==> src/design/fbt_pkg.sv <==
`timescale 1ns / 1ps
// Shared widths, step counts, command and status types for the F1 tracker.
package fbt_pkg;

  localparam int COUNT_BITS    = 32;
  localparam int FRACTION_BITS = 16;

  localparam int FIELD_W = 32;
  localparam int WIDE_W  = 2 * FIELD_W;
  localparam int CODE_W  = 32;
  localparam int Q_W     = FRACTION_BITS + 1;
  localparam int NUM_W   = COUNT_BITS + 1;
  localparam int DEN_W   = COUNT_BITS + 3;
  localparam int DIV_W   = DEN_W;

  localparam int DIV_STEPS = FRACTION_BITS + 1;
  localparam int MUL_STEPS = (NUM_W + 1) / 2;
  localparam int MPLR_W    = 2 * MUL_STEPS;
  localparam int PROD_W    = DEN_W + MPLR_W;
  localparam int RUN_STEPS = (DIV_STEPS > MUL_STEPS) ? DIV_STEPS : MUL_STEPS;
  localparam int STEP_W    = $clog2(RUN_STEPS + 1);

  typedef enum logic [1:0] {
    ST_IDLE,
    ST_RUN,
    ST_FINISH
  } fbt_state_t;

  typedef struct packed {
    logic              load;
    logic              step;
    logic              finish;
    logic [STEP_W-1:0] idx;
  } fbt_cmd_t;

  typedef struct packed {
    logic out_free;
  } fbt_sts_t;

endpackage

==> src/design/fbt_div.sv <==
`timescale 1ns / 1ps
// Restoring fractional divider, one quotient bit per step.
module fbt_div (
  input  logic                      clk,
  input  logic                      load,
  input  logic                      step,
  input  logic [fbt_pkg::DIV_W-1:0] num,
  input  logic [fbt_pkg::DIV_W-1:0] den,
  output logic [fbt_pkg::Q_W-1:0]   quo
);

  logic [fbt_pkg::DIV_W:0]   rem;
  logic [fbt_pkg::DIV_W-1:0] dvs;
  logic                      ge;
  logic [fbt_pkg::DIV_W:0]   rem_sub;

  assign ge      = rem >= (fbt_pkg::DIV_W + 1)'(dvs);
  assign rem_sub = ge ? (rem - (fbt_pkg::DIV_W + 1)'(dvs)) : rem;

  always_ff @(posedge clk) begin
    if (load) begin
      rem <= (fbt_pkg::DIV_W + 1)'(num);
      dvs <= den;
      quo <= '0;
    end else if (step) begin
      rem <= {rem_sub[fbt_pkg::DIV_W-1:0], 1'b0};
      quo <= {quo[fbt_pkg::Q_W-2:0], ge};
    end
  end

endmodule

==> src/design/fbt_mul.sv <==
`timescale 1ns / 1ps
// Radix-4 shift-add multiplier, two multiplier bits per step.
module fbt_mul (
  input  logic                       clk,
  input  logic                       load,
  input  logic                       step,
  input  logic [fbt_pkg::NUM_W-1:0]  mplr,
  input  logic [fbt_pkg::DEN_W-1:0]  mcand,
  output logic [fbt_pkg::PROD_W-1:0] prod
);

  logic [fbt_pkg::MPLR_W-1:0] mreg;
  logic [fbt_pkg::DEN_W-1:0]  mc;
  logic [fbt_pkg::DEN_W+1:0]  pp;
  logic [fbt_pkg::DEN_W+1:0]  sum;

  assign pp  = (mreg[0] ? (fbt_pkg::DEN_W + 2)'(mc) : '0)
             + (mreg[1] ? {1'b0, mc, 1'b0} : '0);
  assign sum = (fbt_pkg::DEN_W + 2)'(prod[fbt_pkg::PROD_W-1:fbt_pkg::MPLR_W]) + pp;

  always_ff @(posedge clk) begin
    if (load) begin
      mreg <= fbt_pkg::MPLR_W'(mplr);
      mc   <= mcand;
      prod <= '0;
    end else if (step) begin
      mreg <= mreg >> 2;
      prod <= {sum, prod[fbt_pkg::MPLR_W-1:2]};
    end
  end

endmodule

==> src/design/fbt_ctrl.sv <==
`timescale 1ns / 1ps
// Controller: sequences load, serial steps and result write-back.
module fbt_ctrl (
  input  logic              clk,
  input  logic              rst,
  input  logic              in_valid,
  output logic              in_stall,
  input  fbt_pkg::fbt_sts_t sts,
  output fbt_pkg::fbt_cmd_t cmd
);

  fbt_pkg::fbt_state_t         state;
  fbt_pkg::fbt_state_t         state_next;
  logic [fbt_pkg::STEP_W-1:0]  idx;
  logic                        last_step;

  assign last_step = idx == fbt_pkg::STEP_W'(fbt_pkg::RUN_STEPS - 1);

  always_ff @(posedge clk) begin
    if (rst) begin
      state <= fbt_pkg::ST_IDLE;
      idx   <= '0;
    end else begin
      state <= state_next;
      if (cmd.load) begin
        idx <= '0;
      end else if (cmd.step) begin
        idx <= idx + 1'b1;
      end
    end
  end

  always_comb begin
    state_next = state;
    case (state)
      fbt_pkg::ST_IDLE: begin
        if (in_valid) state_next = fbt_pkg::ST_RUN;
      end
      fbt_pkg::ST_RUN: begin
        if (last_step) state_next = fbt_pkg::ST_FINISH;
      end
      fbt_pkg::ST_FINISH: begin
        if (sts.out_free) state_next = fbt_pkg::ST_IDLE;
      end
      default: state_next = fbt_pkg::ST_IDLE;
    endcase
  end

  always_comb begin
    in_stall   = 1'b1;
    cmd.load   = 1'b0;
    cmd.step   = 1'b0;
    cmd.finish = 1'b0;
    cmd.idx    = idx;
    case (state)
      fbt_pkg::ST_IDLE: begin
        in_stall = rst;
        cmd.load = in_valid && !rst;
      end
      fbt_pkg::ST_RUN: begin
        cmd.step = 1'b1;
      end
      fbt_pkg::ST_FINISH: begin
        cmd.finish = sts.out_free;
      end
      default: begin
        in_stall = 1'b1;
      end
    endcase
  end

endmodule

==> src/design/fbt_datapath.sv <==
`timescale 1ns / 1ps
// Datapath: operand setup, dividers, cross multipliers, running best, result register.
module fbt_datapath (
  input  logic                               clk,
  input  logic                               rst,
  input  fbt_pkg::fbt_cmd_t                  cmd,
  output fbt_pkg::fbt_sts_t                  sts,
  input  logic                               cfg_write,
  input  logic [31:0]                        cfg_data,
  input  logic signed [fbt_pkg::CODE_W-1:0]  threshold_code,
  input  logic [fbt_pkg::FIELD_W-1:0]        true_positives,
  input  logic [fbt_pkg::FIELD_W-1:0]        false_positives,
  input  logic [fbt_pkg::FIELD_W-1:0]        false_negatives,
  input  logic                               first_point,
  input  logic                               out_stall,
  output logic                               out_valid,
  output logic [fbt_pkg::Q_W-1:0]            point_f1,
  output logic [fbt_pkg::Q_W-1:0]            point_precision,
  output logic [fbt_pkg::Q_W-1:0]            point_recall,
  output logic                               precision_valid,
  output logic                               recall_valid,
  output logic                               f1_valid,
  output logic                               best_available,
  output logic signed [fbt_pkg::CODE_W-1:0]  best_threshold,
  output logic [fbt_pkg::Q_W-1:0]            best_f1,
  output logic signed [fbt_pkg::CODE_W-1:0]  equal_range_low,
  output logic signed [fbt_pkg::CODE_W-1:0]  equal_range_high
);

  logic [31:0]                        truth_count;

  logic [fbt_pkg::WIDE_W-1:0]         tp_wide;
  logic [fbt_pkg::WIDE_W-1:0]         fp_wide;
  logic [fbt_pkg::WIDE_W-1:0]         fn_wide;
  logic [fbt_pkg::COUNT_BITS-1:0]     tp;
  logic [fbt_pkg::COUNT_BITS-1:0]     fp;
  logic [fbt_pkg::COUNT_BITS-1:0]     fn;
  logic [fbt_pkg::NUM_W-1:0]          prec_den;
  logic [fbt_pkg::NUM_W-1:0]          rec_den;
  logic [fbt_pkg::NUM_W-1:0]          tp2;
  logic [fbt_pkg::DEN_W-1:0]          f1_den_raw;
  logic                               in_fv;
  logic [fbt_pkg::NUM_W-1:0]          in_num;
  logic [fbt_pkg::DEN_W-1:0]          in_den;
  logic                               clear_best;

  logic signed [fbt_pkg::CODE_W-1:0]  code;
  logic [fbt_pkg::NUM_W-1:0]          num;
  logic [fbt_pkg::DEN_W-1:0]          den;
  logic                               pv;
  logic                               rv;
  logic                               fv;

  logic                               have_best;
  logic [fbt_pkg::NUM_W-1:0]          best_numerator;
  logic [fbt_pkg::DEN_W-1:0]          best_denominator;
  logic signed [fbt_pkg::CODE_W-1:0]  best_code;
  logic [fbt_pkg::Q_W-1:0]            best_f1_value;
  logic signed [fbt_pkg::CODE_W-1:0]  range_low_code;
  logic signed [fbt_pkg::CODE_W-1:0]  range_high_code;

  logic                               have_best_next;
  logic [fbt_pkg::NUM_W-1:0]          best_numerator_next;
  logic [fbt_pkg::DEN_W-1:0]          best_denominator_next;
  logic signed [fbt_pkg::CODE_W-1:0]  best_code_next;
  logic [fbt_pkg::Q_W-1:0]            best_f1_value_next;
  logic signed [fbt_pkg::CODE_W-1:0]  range_low_code_next;
  logic signed [fbt_pkg::CODE_W-1:0]  range_high_code_next;

  logic                               div_step;
  logic                               mul_step;
  logic [fbt_pkg::Q_W-1:0]            prec_q;
  logic [fbt_pkg::Q_W-1:0]            rec_q;
  logic [fbt_pkg::Q_W-1:0]            f1_q;
  logic [fbt_pkg::Q_W-1:0]            f1_val;
  logic [fbt_pkg::PROD_W-1:0]         prod_cur;
  logic [fbt_pkg::PROD_W-1:0]         prod_best;
  logic                               cur_gt;
  logic                               cur_eq;

  assign tp_wide = fbt_pkg::WIDE_W'(true_positives);
  assign fp_wide = fbt_pkg::WIDE_W'(false_positives);
  assign fn_wide = fbt_pkg::WIDE_W'(false_negatives);
  assign tp      = tp_wide[fbt_pkg::COUNT_BITS-1:0];
  assign fp      = fp_wide[fbt_pkg::COUNT_BITS-1:0];
  assign fn      = fn_wide[fbt_pkg::COUNT_BITS-1:0];

  assign prec_den   = fbt_pkg::NUM_W'(tp) + fbt_pkg::NUM_W'(fp);
  assign rec_den    = fbt_pkg::NUM_W'(tp) + fbt_pkg::NUM_W'(fn);
  assign tp2        = {tp, 1'b0};
  assign f1_den_raw = fbt_pkg::DEN_W'(tp2) + fbt_pkg::DEN_W'(fp) + fbt_pkg::DEN_W'(fn);
  assign in_fv      = tp != '0;
  assign in_num     = in_fv ? tp2 : '0;
  assign in_den     = in_fv ? f1_den_raw : fbt_pkg::DEN_W'(1);
  assign clear_best = first_point || (truth_count == '0);

  assign div_step = cmd.step && (cmd.idx < fbt_pkg::STEP_W'(fbt_pkg::DIV_STEPS));
  assign mul_step = cmd.step && (cmd.idx < fbt_pkg::STEP_W'(fbt_pkg::MUL_STEPS));

  assign sts.out_free = !out_valid || !out_stall;

  fbt_div u_div_prec (
    .clk  (clk),
    .load (cmd.load),
    .step (div_step),
    .num  (fbt_pkg::DIV_W'(tp)),
    .den  (fbt_pkg::DIV_W'(prec_den)),
    .quo  (prec_q)
  );

  fbt_div u_div_rec (
    .clk  (clk),
    .load (cmd.load),
    .step (div_step),
    .num  (fbt_pkg::DIV_W'(tp)),
    .den  (fbt_pkg::DIV_W'(rec_den)),
    .quo  (rec_q)
  );

  fbt_div u_div_f1 (
    .clk  (clk),
    .load (cmd.load),
    .step (div_step),
    .num  (fbt_pkg::DIV_W'(in_num)),
    .den  (in_den),
    .quo  (f1_q)
  );

  fbt_mul u_mul_cur (
    .clk   (clk),
    .load  (cmd.load),
    .step  (mul_step),
    .mplr  (in_num),
    .mcand (best_denominator),
    .prod  (prod_cur)
  );

  fbt_mul u_mul_best (
    .clk   (clk),
    .load  (cmd.load),
    .step  (mul_step),
    .mplr  (best_numerator),
    .mcand (in_den),
    .prod  (prod_best)
  );

  assign cur_gt = prod_cur > prod_best;
  assign cur_eq = prod_cur == prod_best;
  assign f1_val = fv ? f1_q : '0;

  always_comb begin
    have_best_next        = have_best;
    best_numerator_next   = best_numerator;
    best_denominator_next = best_denominator;
    best_code_next        = best_code;
    best_f1_value_next    = best_f1_value;
    range_low_code_next   = range_low_code;
    range_high_code_next  = range_high_code;
    if (truth_count != '0) begin
      if (!have_best || cur_gt) begin
        have_best_next        = 1'b1;
        best_numerator_next   = num;
        best_denominator_next = den;
        best_code_next        = code;
        best_f1_value_next    = f1_val;
        range_low_code_next   = code;
        range_high_code_next  = code;
      end else if (cur_eq) begin
        if (code < range_low_code) range_low_code_next = code;
        if (code > range_high_code) range_high_code_next = code;
        if (code > best_code) begin
          best_code_next        = code;
          best_numerator_next   = num;
          best_denominator_next = den;
          best_f1_value_next    = f1_val;
        end
      end
    end
  end

  always_ff @(posedge clk) begin
    if (rst) begin
      truth_count <= '0;
    end else if (cfg_write) begin
      truth_count <= cfg_data;
    end
  end

  always_ff @(posedge clk) begin
    if (cmd.load) begin
      code <= threshold_code;
      num  <= in_num;
      den  <= in_den;
      pv   <= prec_den != '0;
      rv   <= rec_den != '0;
      fv   <= in_fv;
    end
  end

  always_ff @(posedge clk) begin
    if (rst || (cmd.load && clear_best)) begin
      have_best        <= 1'b0;
      best_numerator   <= '0;
      best_denominator <= fbt_pkg::DEN_W'(1);
      best_code        <= '0;
      best_f1_value    <= '0;
      range_low_code   <= '0;
      range_high_code  <= '0;
    end else if (cmd.finish) begin
      have_best        <= have_best_next;
      best_numerator   <= best_numerator_next;
      best_denominator <= best_denominator_next;
      best_code        <= best_code_next;
      best_f1_value    <= best_f1_value_next;
      range_low_code   <= range_low_code_next;
      range_high_code  <= range_high_code_next;
    end
  end

  always_ff @(posedge clk) begin
    if (rst) begin
      out_valid <= 1'b0;
    end else if (cmd.finish) begin
      out_valid <= 1'b1;
    end else if (!out_stall) begin
      out_valid <= 1'b0;
    end
  end

  always_ff @(posedge clk) begin
    if (cmd.finish) begin
      point_f1         <= f1_val;
      point_precision  <= pv ? prec_q : '0;
      point_recall     <= rv ? rec_q : '0;
      precision_valid  <= pv;
      recall_valid     <= rv;
      f1_valid         <= fv;
      best_available   <= have_best_next;
      best_threshold   <= have_best_next ? best_code_next : '0;
      best_f1          <= have_best_next ? best_f1_value_next : '0;
      equal_range_low  <= have_best_next ? range_low_code_next : '0;
      equal_range_high <= have_best_next ? range_high_code_next : '0;
    end
  end

endmodule

==> src/design/f1_best_threshold_tracker.sv <==
`timescale 1ns / 1ps
// F1 best-threshold tracker: top level joining controller and datapath.
// Each item passes load, 17 serial steps and write-back; write-back sets out_valid.
// No new item is taken until write-back; the 17 steps come from the bit-serial
// dividers (one quotient bit a step) and the radix-4 cross multipliers.
// A stalled result holds the next item in write-back until the output frees.
// Reset (rst, synchronous): clears the running best, the truth count and out_valid.
module f1_best_threshold_tracker (
  input  logic                               clk,
  input  logic                               rst,
  input  logic                               cfg_write,
  input  logic [31:0]                        cfg_data,
  input  logic                               in_valid,
  output logic                               in_stall,
  input  logic signed [fbt_pkg::CODE_W-1:0]  threshold_code,
  input  logic [fbt_pkg::FIELD_W-1:0]        true_positives,
  input  logic [fbt_pkg::FIELD_W-1:0]        false_positives,
  input  logic [fbt_pkg::FIELD_W-1:0]        false_negatives,
  input  logic                               first_point,
  output logic                               out_valid,
  input  logic                               out_stall,
  output logic [fbt_pkg::Q_W-1:0]            point_f1,
  output logic [fbt_pkg::Q_W-1:0]            point_precision,
  output logic [fbt_pkg::Q_W-1:0]            point_recall,
  output logic                               precision_valid,
  output logic                               recall_valid,
  output logic                               f1_valid,
  output logic                               best_available,
  output logic signed [fbt_pkg::CODE_W-1:0]  best_threshold,
  output logic [fbt_pkg::Q_W-1:0]            best_f1,
  output logic signed [fbt_pkg::CODE_W-1:0]  equal_range_low,
  output logic signed [fbt_pkg::CODE_W-1:0]  equal_range_high
);

  fbt_pkg::fbt_cmd_t cmd;
  fbt_pkg::fbt_sts_t sts;

  fbt_ctrl u_ctrl (
    .clk      (clk),
    .rst      (rst),
    .in_valid (in_valid),
    .in_stall (in_stall),
    .sts      (sts),
    .cmd      (cmd)
  );

  fbt_datapath u_dp (
    .clk              (clk),
    .rst              (rst),
    .cmd              (cmd),
    .sts              (sts),
    .cfg_write        (cfg_write),
    .cfg_data         (cfg_data),
    .threshold_code   (threshold_code),
    .true_positives   (true_positives),
    .false_positives  (false_positives),
    .false_negatives  (false_negatives),
    .first_point      (first_point),
    .out_stall        (out_stall),
    .out_valid        (out_valid),
    .point_f1         (point_f1),
    .point_precision  (point_precision),
    .point_recall     (point_recall),
    .precision_valid  (precision_valid),
    .recall_valid     (recall_valid),
    .f1_valid         (f1_valid),
    .best_available   (best_available),
    .best_threshold   (best_threshold),
    .best_f1          (best_f1),
    .equal_range_low  (equal_range_low),
    .equal_range_high (equal_range_high)
  );

endmodule

==> config.mk <==
export PLATFORM = sky130hd
export DESIGN_NAME = f1_best_threshold_tracker
export DESIGN_NICKNAME = d
export VERILOG_FILES = /design/src/design/fbt_pkg.sv /design/src/design/fbt_div.sv /design/src/design/fbt_mul.sv /design/src/design/fbt_ctrl.sv /design/src/design/fbt_datapath.sv /design/src/design/f1_best_threshold_tracker.sv
export SDC_FILE = /design/constraint.sdc
export NUM_CORES = 2
export LEC_CHECK = 0
export BUFFER_PORTS_ARGS = -buffer_cell sky130_fd_sc_hd__buf_2
export CAP_MARGIN = 5
export CELL_PAD_IN_SITES_DETAIL_PLACEMENT = 0
export CELL_PAD_IN_SITES_GLOBAL_PLACEMENT = 1
export CORE_ASPECT_RATIO = 1.4
export CORE_MARGIN = 3
export CORE_UTILIZATION = 45
export DETAILED_ROUTE_END_ITERATION = 8
export GPL_ROUTABILITY_DRIVEN = 0
export HOLD_SLACK_MARGIN = 0.1
export PLACE_DENSITY_LB_ADDON = 0.1
export SYNTH_ARGS = -nofsm -noshare
export SYNTH_HDL_FRONTEND = slang
export SYNTH_SLANG_ARGS = --single-unit
export TNS_END_PERCENT = 50
==> constraint.sdc <==
create_clock -name clk -period 23.2 [get_ports clk]
set_input_delay 1.16 -clock clk [delete_from_list [all_inputs] [get_ports clk]]
set_output_delay 1.16 -clock clk [all_outputs]
set_load 0.02 [all_outputs]
==> impl_results.md <==
* Dominant synthesized flop cell: edfxtp_1
* VDD IR-drop max at about 0.000065 V
* Xor and xnor area share after synthesis at under 10%
* Die span in x at between 300 and 400 µm
* Core area at 124000 µm²
* Initial core utilization at 45.4%
* I/O pin total at 336
* Startpoint Class: primary input
* Final worst-path cycle share at 24.9%
* Post-synthesis mux area share at between 4 and 5%
* Most frequent cells in the layout: 715 x nand2_1, 563 x inv_1, 532 x edfxtp_1
* Vias in the first global route at ~43000
* Die height at about 420 µm
* Slew Viols, Final at 0
* Clock Power Share at 25.7%
* Syn Area/Cell at roughly 9.3 µm²
* Filler instances at roughly 12000
* Register Area at 24400 µm²
* Final Hold Viols at 0
* Post-synth EDFFs at 532
* Post-Synth Simple-Gate Area at 15.9%
* Final net count at 7004
* GRT overflow at 0
* HPWL Detailed at 124000 µm
* FP Rows at roughly 150
* RSZ-0062 raised after global routing: false
* Commonest non-fill, non-tap cell in the layout: nand2_1
* Clock skew at 0.0620 ns
* Clock sink count at 953
* Post-Layout Inst Area at 63000 µm²
* Hold buffer count at CTS at 0
* Setup-failing EPs final at 0
* Mapped Cells at 6080
* Share of cells above drive strength 1 at 9.36%
* Outcome: completed
* Final Worst Setup Slack at about 17 ns
* CTS H-tree depth at 3
* DRT antenna net count at 0
* Port bufs at 335
* HP Class: reg2reg
* Cell Area, Synth at approximately 56000 µm²
* Power Dens Cells at approximately 100 nW/µm²
* Sw Pwr at 2.42 mW
* Compound-Gate Fraction of Synth Area at around 14%
* Synthesis-to-layout area growth at 11.8%
* Setup tns final at 0 ns
* Die ar. at 130000 µm²
* Deepest clock path buffer count at 3
* Post-CTS setup buffer count at 0
* CTS tree: built
* Via count at 44100
* Pin count of the biggest net entering global routing at 126
* Lkg Pwr at 27.6 nW
* Clk Latency, worst-skew pair at roughly 0.73 ns
* Average wire per standard cell at 20.6 µm
* Worst EP arrival at 6.24 ns
* Gate power share at 40.1%
* Post-synth ARST share at 0%
* Starting DRT DRC Count at 2338
* Max_cap viols at 0
* Gr usage total at 25.0%
* Post-DP Area at 59600 µm²
* Clock slew at reported path FFs at ~0.060 ns
* Wirelength, routed at 165000 µm
* Critical path class: in2reg
* Min Tclk post-route at 5.77 ns
* Sw frac at a little under two fifths
* Req. time, crit path at 23.67 ns
* Util after Layout at 50.7%
* 1st-pass router iterations at 5
* Flop pwr share at 34.2%
* Worst Path Max Fanout at 8
* Synth Register Bits at about 950
* Synth cell types at 82
* YS warnings at 0
* Post-cts resize count at 0
* Total CTS buffers at 98
* First-pass GRT wire length at 252000 µm
* Fmax at between 0.15 and 0.2 GHz
* Initial antenna violation count at 13
* Post-synth net total at slightly below 7000
* Dpl ws at 16.80 ns
* Synth Area in Adders at 13.1%
* CTS Root Cell: clkbuf_16
* Sequential cell area fraction in the yosys report at ~43%
* Drc violations at 0
* Worst-margin pin slew at 1.17 ns
* DR vias/cell at 5.51
* Worst setup EP type: register
* Largest family of logic cells by synthesized area: simple AND/OR/NAND/NOR gates
* Rel. slew slack at 21.8%
* Internal cell power at between 4 and 5 mW
* Area of the multi-input gates at 29000 µm²
==> critical path, stage by stage <==
cell and delay (ns):
buf_2 0.25, ha_1 0.30, a211oi_1 0.25, o21bai_1 0.12
o311ai_0 0.92, a22oi_1 0.23, a21o_1 0.25, a21oi_1 0.17
xnor2_1 0.10, ha_1 0.23, a21o_1 0.20, a21o_1 0.17
a21oi_1 0.19, o211ai_1 0.12, a22oi_1 0.38, o21ai_0 0.26
a41o_1 0.31, o21ai_0 0.27, a21oi_1 0.15, xnor2_1 0.15
nor2_1 0.05
==> synth_stat cells, types with 8 or more instances <==
master | count | share of area, %
a2111oi_0 | 11 | 0.17
a211o_1 | 12 | 0.19
a211oi_1 | 39 | 0.52
a21boi_0 | 12 | 0.16
a21o_1 | 169 | 2.3
a21oi_1 | 385 | 3.4
a221oi_1 | 10 | 0.16
a31o_2 | 11 | 0.17
a31oi_1 | 26 | 0.29
and2_1 | 63 | 0.70
and3_1 | 28 | 0.31
buf_1 | 35 | 0.23
clkbuf_1 | 227 | 1.5
dfxtp_1 | 421 | 15
edfxtp_1 | 532 | 28
fa_1 | 77 | 2.7
ha_1 | 466 | 10
inv_1 | 563 | 3.7
mux2i_1 | 228 | 4.0
nand2_1 | 717 | 4.8
nand2b_1 | 52 | 0.58
nand3_1 | 297 | 2.6
nand4_1 | 76 | 0.84
nor2_1 | 487 | 3.2
nor2b_1 | 52 | 0.58
nor3_1 | 87 | 0.77
nor4_1 | 31 | 0.34
o2111ai_1 | 9 | 0.14
o211ai_1 | 15 | 0.20
o21a_1 | 50 | 0.67
o21ai_0 | 372 | 3.3
o21bai_1 | 31 | 0.41
o22ai_1 | 20 | 0.22
o31a_1 | 10 | 0.16
o31ai_1 | 54 | 0.72
o41ai_1 | 8 | 0.12
or2_2 | 18 | 0.20
or3_1 | 13 | 0.14
or4_1 | 18 | 0.24
xnor2_1 | 139 | 2.2
xor2_1 | 98 | 1.5
==> routing by layer <==
metal | up-vias | part of all wire, % | GRT usage [%]
li1 | 21800 | - | -
met1 | 21000 | 40 | 29.5
met2 | 994 | 50 | 44.5
met3 | 322 | 4.0 | 2.74
met4 | 8 | 5.9 | 13.6
met5 | - | 0.034 | 0
==> final timing paths <==
check	start	to	slack (ns)	depth (start not counted)
setup / recovery	true_positives[1]	u_dp.den[32]$_SDFFCE_PP0P_	17.43	21
hold / removal	u_dp.u_div_rec.quo[9]$_SDFFE_PP0P_	u_dp.u_div_rec.quo[10]$_SDFFE_PP0P_	0.43	2
setup reg to reg	u_dp.u_mul_best.prod[40]$_SDFFE_PP0P_	u_dp.best_numerator[27]$_SDFFE_PP0P_	17.63	16
hold reg to reg	u_dp.u_div_rec.quo[9]$_SDFFE_PP0P_	u_dp.u_div_rec.quo[10]$_SDFFE_PP0P_	0.43	2
==> layout make-up <==
class                      count  area share, %
clock buffer                 129           4.29
timing repair buffer         379           3.22
inverter                     566           3.40
sequential                   953           38.7
tap                         1627           3.23
clock inverter                57           1.15
multi-input combinational   4297           46.0
antenna                        3         0.0119
==> kinds of logic after synthesis <==
kind of cell,count (synthesis)
AND/OR/NAND/NOR,1971
AO/OA/AOI/OAI,1314
XOR/XNOR,238
buffers and inverters,830
flip-flops,953
adder cells (fa/ha/maj),543
multiplexers,231
==> power groups by stage <==
| stage | combinational, mW | clock [mW] | sequential, mW |
|---|---|---|---|
| after global routing | 2.98 | 1.80 | 2.26 |
| after detailed placement | 2.62 | 0 | 2.27 |
| final | 2.62 | 1.68 | 2.24 |
| after floorplan | 2.02 | 0 | 2.22 |
| after CTS | 2.64 | 1.73 | 2.24 |
| after global placement | 2.60 | 0 | 2.27 |
==> state kept, by name, indices dropped and copies added, names as in the netlist, 33 cells and up <==
register / flops
u_dp.u_mul_best.prod: 69
u_dp.u_mul_cur.prod: 69
u_dp.u_div_rec.rem: 36
u_dp.best_denominator: 35
u_dp.den: 35
u_dp.u_div_f1.rem: 35
u_dp.u_div_prec.rem: 35
u_dp.u_mul_cur.mc: 35
u_dp.u_div_prec.dvs: 33
u_dp.u_div_rec.dvs: 33
u_dp.u_mul_best.mreg: 33
u_dp.u_mul_cur.mreg: 33
==> stage by stage <==
| stage | total power, mW | hold WS, ns | std cells |
|---|---|---|---|
| 2_1_floorplan | 4.24 | 0.408 | 6080 |
| 3_3_place_gp | 4.87 | 0.413 | 7822 |
| 3_5_place_dp | 4.89 | 0.416 | 7822 |
| 4_1_cts | 6.61 | 0.430 | 8008 |
| 5_1_grt | 7.04 | 0.441 | 8008 |
| 6_report | 6.55 | 0.427 | 8011 |
Power figures use the tool's default switching activity.
